**config.mk**
```make
export PLATFORM = sky130hd
export DESIGN_NAME = raa_front
export DESIGN_NICKNAME = d
export VERILOG_FILES = /design/src/raa_pkg.sv /design/src/raa_front.sv
export SDC_FILE = /design/constraint.sdc
export NUM_CORES = 1
export LEC_CHECK = 0
export ABC_AREA = 1
export BUFFER_PORTS_ARGS = -buffer_cell sky130_fd_sc_hd__buf_2
export CAP_MARGIN = 40
export CORE_MARGIN = 5
export CORE_UTILIZATION = 52
export DETAILED_ROUTE_END_ITERATION = 6
export GPL_ROUTABILITY_DRIVEN = 0
export PLACE_DENSITY = 0.88
export SLEW_MARGIN = 20
export SYNTH_ARGS = -nofsm -noshare
export SYNTH_HDL_FRONTEND = slang
export SYNTH_SLANG_ARGS = --single-unit
export TNS_END_PERCENT = 1
```
**constraint.sdc**
```tcl
create_clock -name clk -period 6.7 [get_ports clk]
set_input_delay 0.335 -clock clk [delete_from_list [all_inputs] [get_ports clk]]
set_output_delay 0.335 -clock clk [all_outputs]
set_load 0.02 [all_outputs]
```
**src/raa_pkg.sv**
```systemverilog
// shared types and constants for the radome attack angle block
// no dependencies
`default_nettype none
package raa_pkg;
  localparam logic [1:0] MODE_LIN  = 2'd0;
  localparam logic [1:0] MODE_CORR = 2'd1;
  localparam logic [1:0] MODE_POLY = 2'd2;
  localparam logic [1:0] MODE_ZERO = 2'd3;
  localparam logic [1:0] REG_MODE   = 2'd0;
  localparam logic [1:0] REG_OFFSET = 2'd1;
  localparam logic [1:0] REG_SLOPE  = 2'd2;
  localparam int Q24 = 24;
  localparam logic [24:0] K_CORR0 = 25'd10393485;
  localparam logic [24:0] K_CORR1 = 25'd17239932;
  localparam logic [24:0] K_CORR_CAP = 25'd7046431;
  localparam logic [24:0] K_POLY0 = 25'd1207601;
  localparam logic [24:0] K_POLY1 = 25'd555381;
  localparam logic [24:0] K_POLY2 = 25'd183229;
  localparam logic [57:0] QUOT_LIMIT = 58'd1 << 56;
  // request classified by the front part
  typedef struct packed {
    logic        zero;   // low pressure or mode three
    logic [1:0]  mode;
    logic signed [31:0] dp;
    logic [30:0] q;
    logic [20:0] m2;
  } raa_req_t;
endpackage
`default_nettype wire

```
**src/raa_front.sv**
```systemverilog
// front part: accepts requests, classifies them, holds a two-entry queue
// depends on raa_pkg
`default_nettype none
module raa_front import raa_pkg::*; #(
  parameter int FRAC_BITS = 16
) (
  input  wire logic        clk,
  input  wire logic        rst_n,
  input  wire logic        in_valid,
  output logic             in_stall,
  input  wire logic signed [31:0] in_dp,
  input  wire logic [30:0] in_q,
  input  wire logic [20:0] in_m2,
  input  wire logic [1:0]  mode,
  output logic             q_valid,
  input  wire logic        q_take,
  output raa_req_t         q_req
);
  localparam logic [30:0] Q_MIN = 31'(11) << (FRAC_BITS - 1);
  raa_req_t mem_r [2];
  logic [1:0] cnt_r, cnt_nxt;
  logic wp_r, rp_r;
  raa_req_t req;
  logic push, pop;
  always_comb begin
    req.zero = (in_q <= Q_MIN) || (mode == MODE_ZERO);
    req.mode = mode;
    req.dp = in_dp;
    req.q = in_q;
    req.m2 = in_m2;
  end
  assign in_stall = (cnt_r == 2'd2);
  assign push = in_valid && !in_stall;
  assign q_valid = (cnt_r != 2'd0);
  assign pop = q_valid && q_take;
  assign q_req = mem_r[rp_r];
  always_comb begin
    cnt_nxt = cnt_r + 2'(push) - 2'(pop);
  end
  always_ff @(posedge clk) begin
    if (push) mem_r[wp_r] <= req;
    if (!rst_n) begin
      cnt_r <= '0; wp_r <= 1'b0; rp_r <= 1'b0;
    end else begin
      cnt_r <= cnt_nxt;
      if (push) wp_r <= !wp_r;
      if (pop) rp_r <= !rp_r;
    end
  end
endmodule
`default_nettype wire

```
== Word-level counts from Yosys, hierarchy flattened ==
Memories as Yosys holds them, arrays and structs flattened. A register that Yosys moved wholly into a read port is not among the register bits.
Index checks and enable logic that the tools add are counted.
Word-level totals
  register bits after elaboration: 4
  memory bits (writable): 174
  input port bits: 90
  memories kept: 1
Memories
  mem_r: words 2, bits a word 87, read ports 1, clocked after memory_dff 1, wr ports 1, RTL line raa_front.sv:20  | raa_req_t mem_r [2];
Cells by class
  add/subtract/negate cells: 2
  $lt $le $gt $ge: 1
  equal/unequal tests: 2
  multiplexer cells: 4
  reductions and logical operators: 7
Operator list (count)
  $le 31x19->1 const B: 1
  $eq 2x2->1 const B: 2
  $mux 1: 4
  $logic_not 1->1: 3
  $add 2x1->2: 1
  $logic_and 1x1->1: 2
  $reduce_bool 2->1: 1
  $sub 2x1->2: 1
  $logic_or 1x1->1: 1

== Longest topological paths before layout ==
  word-level depth: 5
  mapped depth: 8

== Worst setup path before layout ==
No wires, ideal clock.
  kind: register to register
  start point: register cnt_r[0]
  end point: memory mem_r[0][0] in the netlist's numbering, enable pin
  arrival time: 4.115 ns
  data required time: 6.167 ns
  path slack: 2.052 ns
  cell stages (with the launch flop): 3
  clock period less this slack: 4.648 ns
  cells stage by stage: dfxtp_1 o21ai_2 nor2_1
Between the ends
  word-level cells in the longest chain between the ends: 5
RTL lines
  start, declared: RTL line raa_front.sv:21  | logic [1:0] cnt_r, cnt_nxt;
  start signal, assigned: RTL line raa_front.sv:45  | cnt_r <= cnt_nxt;
  $eq 2x2->1: RTL line raa_front.sv:32  | assign in_stall = (cnt_r == 2'd2);
  $logic_not 1->1: RTL line raa_front.sv:33  | assign push = in_valid && !in_stall;
  $logic_and 1x1->1: RTL line raa_front.sv:33
  $mux 1: RTL line raa_front.sv:41  | if (push) mem_r[wp_r] <= req;
  $mux 1 (implied by the code): RTL line raa_front.sv:41
  end, declared: RTL line raa_front.sv:20
No other way between the ends.

==> metrics <==
M1 WL=4890 um; Critical Path Fanout Max=46; first-pass GRT wire length=19800 um; CTS tree=yes; hold path cells=1; worst path arrival time=2.50 ns; drt drc=0; H-tree depth=4; GRT Overall Usage=16.4%; synthesized area per cell=19.0 um2; total congestion overflow=0; Fin. Hold Viols=0; Post-CTS Setup Bufs=0; R2R Setup Slk=4.45 ns; initial core utilization=52.6%; unrepaired setup endpoints after global routing=false; Max-Cap Viols=0; number of global-route vias before repair=3926; Reg2Reg Depth=5; I/O pin count=179; DR pass1 iterations=5; Worst EP required=6.36 ns; Die Ht=125 um; I/O Buffers=178; DR top layer=met5; FF+latch count, synth=179; routed vias=3673; met3 wire len=815 um; Critical-path top delay cell=dfxtp_4; cell count after synthesis=362; Routed Antenna Nets=0; fin crit share=42.2%; YS warnings=0; outcome=finished clean; hold path endpoint=mem_r[1][81]$_DFFE_PP_; Row Count=42; cts hold-fix bufs=0; final WL=12500 um; RR Endpoint=mem_r[0][52]$_DFFE_PP_; Layout area overhead=24.8%; hold path start=in_dp[29]; CTS buffer count=17; worst stage delay on the critical path=0.75 ns; final setup skew=0.00631 ns; measured slew at the worst slew-check pin=0.690 ns; CP Launch Type=flip-flop; clock net sink count=179; Die X=125 um; Core Area=0.0131 mm2; hpwl dp=8890 um; relative max-transition margin=54.0%; Worst VDD drop=224 uV; worst skew pair latency=0.41 ns; fmax=0.353 GHz; Resize count post-CTS=0; Final Slew Violations=0; PwrDens=389 mW/mm2; vias per cell=4.94; DR iter-0 viols=206; initial antenna violation count=1; final setup vio count=0; post-synthesis cell type count=20; Final Critical Period=2.83 ns; critical path, cell by cell=buf_4 -> mux2_2 -> buf_2; ys flop type=edfxtp_1; met2 WL=6580 um; layout cells sized above 1=53.3%; post-layout util=65.6%; n_diodes=0; Post-synth EDFFs=174; ys async rst share=0%; worst flop-to-flop path startpoint=cnt_r[1]$_SDFF_PN0_; Final nets=646; Root Driver=clkbuf_16; Max Buffers Root-to-Sink=2; Crit. End Element=primary output; Hold WC Path Type=in2reg; largest net degree at the start of global routing=50; routed len/inst=16.8 um; Clock transition at path regs=0.06 ns; Final TNS setup=0 ns; Lkg Pwr=3.37 nW; Crit Path Class=reg2out; Seq/Total Area, Yosys=77.4%; syn_nets=454; die area=0.0156 mm2; Post-Syn Area=0.00688 mm2
==> worst max-delay path, delay by kind of cell, from the launching register on <==
| family | cells | cell delay (ns) |
|---|---|---|
| buffers and inverters | 2 | 0.85 |
| DFF | 1 | 0.75 |
| muxes | 1 | 0.43 |
==> cell usage in the layout, fill, tap and decap left out <==
cell type,synthesis,routed
nand3_1,2,2
dfxtp_4,0,1
mux2_2,57,57
nand2_1,22,22
xnor2_1,1,1
a21oi_1,4,4
clkinvlp_4,0,2
clkbuf_8,0,1
inv_6,0,1
bufinv_16,0,3
buf_2,5,178
or2_2,1,1
nand4_1,2,2
edfxtp_1,174,174
inv_1,28,28
buf_4,0,3
nor2_4,0,2
clkbuf_1,0,4
a21boi_0,1,1
clkinv_1,0,1
o21ai_2,1,1
buf_16,0,1
dfxtp_1,5,4
and2_1,1,1
buf_12,0,1
clkinv_2,0,3
nor2_1,17,15
o21a_1,1,1
o21ai_0,3,3
ha_1,2,2
clkbuf_16,0,17
mux2_4,30,30
==> flip-flops by register name, summed over array words and instances, names as in the netlist, named ones only <==
name and count:
cnt_r 2, mem_r 174, rp_r 1, wp_r 1
==> routing by layer <==
layer / up-vias / global-route usage (%)
met3: 15 / 5.46
met4: 2 / 6.38
met1: 1786 / 19.1
met2: 135 / 28.2
li1: 1735 / -
met5: - / 0
==> worst max path at each step <==
stage,startpoint,depth (start not counted),to,slack (ns)
after global placement,in_valid,4,mem_r[1][52]$_DFFE_PP_,4.18
final,flip-flop,3,q_req[37],3.87
after floorplan,cnt_r[0]$_SDFF_PN0_,2,mem_r[0][0]$_DFFE_PP_,2.05
after CTS,flip-flop,3,q_req[37],3.84
after detailed placement,flip-flop,3,q_req[37],4.29
after global routing,flip-flop,3,q_req[37],3.72
==> metrics by stage <==
stage          hold slack [ns]  total power [mW]  instances  cell area, um2  setup slack [ns]
2_1_floorplan            0.425              2.14        362            6880              2.05
3_3_place_gp             0.431              2.36        709            7950              4.18
3_5_place_dp             0.444              2.41        711            8000              4.29
4_1_cts                 0.0861              3.37        743            8580              3.84
5_1_grt                 0.0849              3.49        743            8580              3.72
6_report                 0.109              3.34        743            8580              3.87
==> cells in the mapped netlist (all sizes together), types with 2 or more instances <==
cell	count	area [um2]
mux2	87	1090
ha	2	25.0
buf	10	81.3
edfxtp	174	5230
dfxtp	5	100
nor2	17	63.8
o21ai	4	23.8
nand4	2	12.5
inv	28	105
nand2	22	82.6
a21oi	4	20.0
nand3	2	10.0
==> layout make-up <==
cell class	count	area, um2
fill	878	4500
multi-input combinational	145	1380
inverter	28	105
timing repair buffer	183	961
clock inverter	10	133
sequential	179	5330
tap	176	220
clock buffer	22	454
==> kinds of logic after synthesis <==
group / synth area share, %
DFF: 77.4
muxes: 15.9
and+or+nand+nor: 2.64
buffers and inverters: 2.71
AOI/OAI and AO/OA: 0.855
adders and majority gates: 0.364
xor gates and xnor gates: 0.127
==> power by group <==
group | internal (mW) | switching (mW)
combinational | 0.363 | 0.500
clock | 0.594 | 0.372
sequential | 1.43 | 0.0759
total | 2.39 | 0.948
Power figures use the tool's default switching activity.
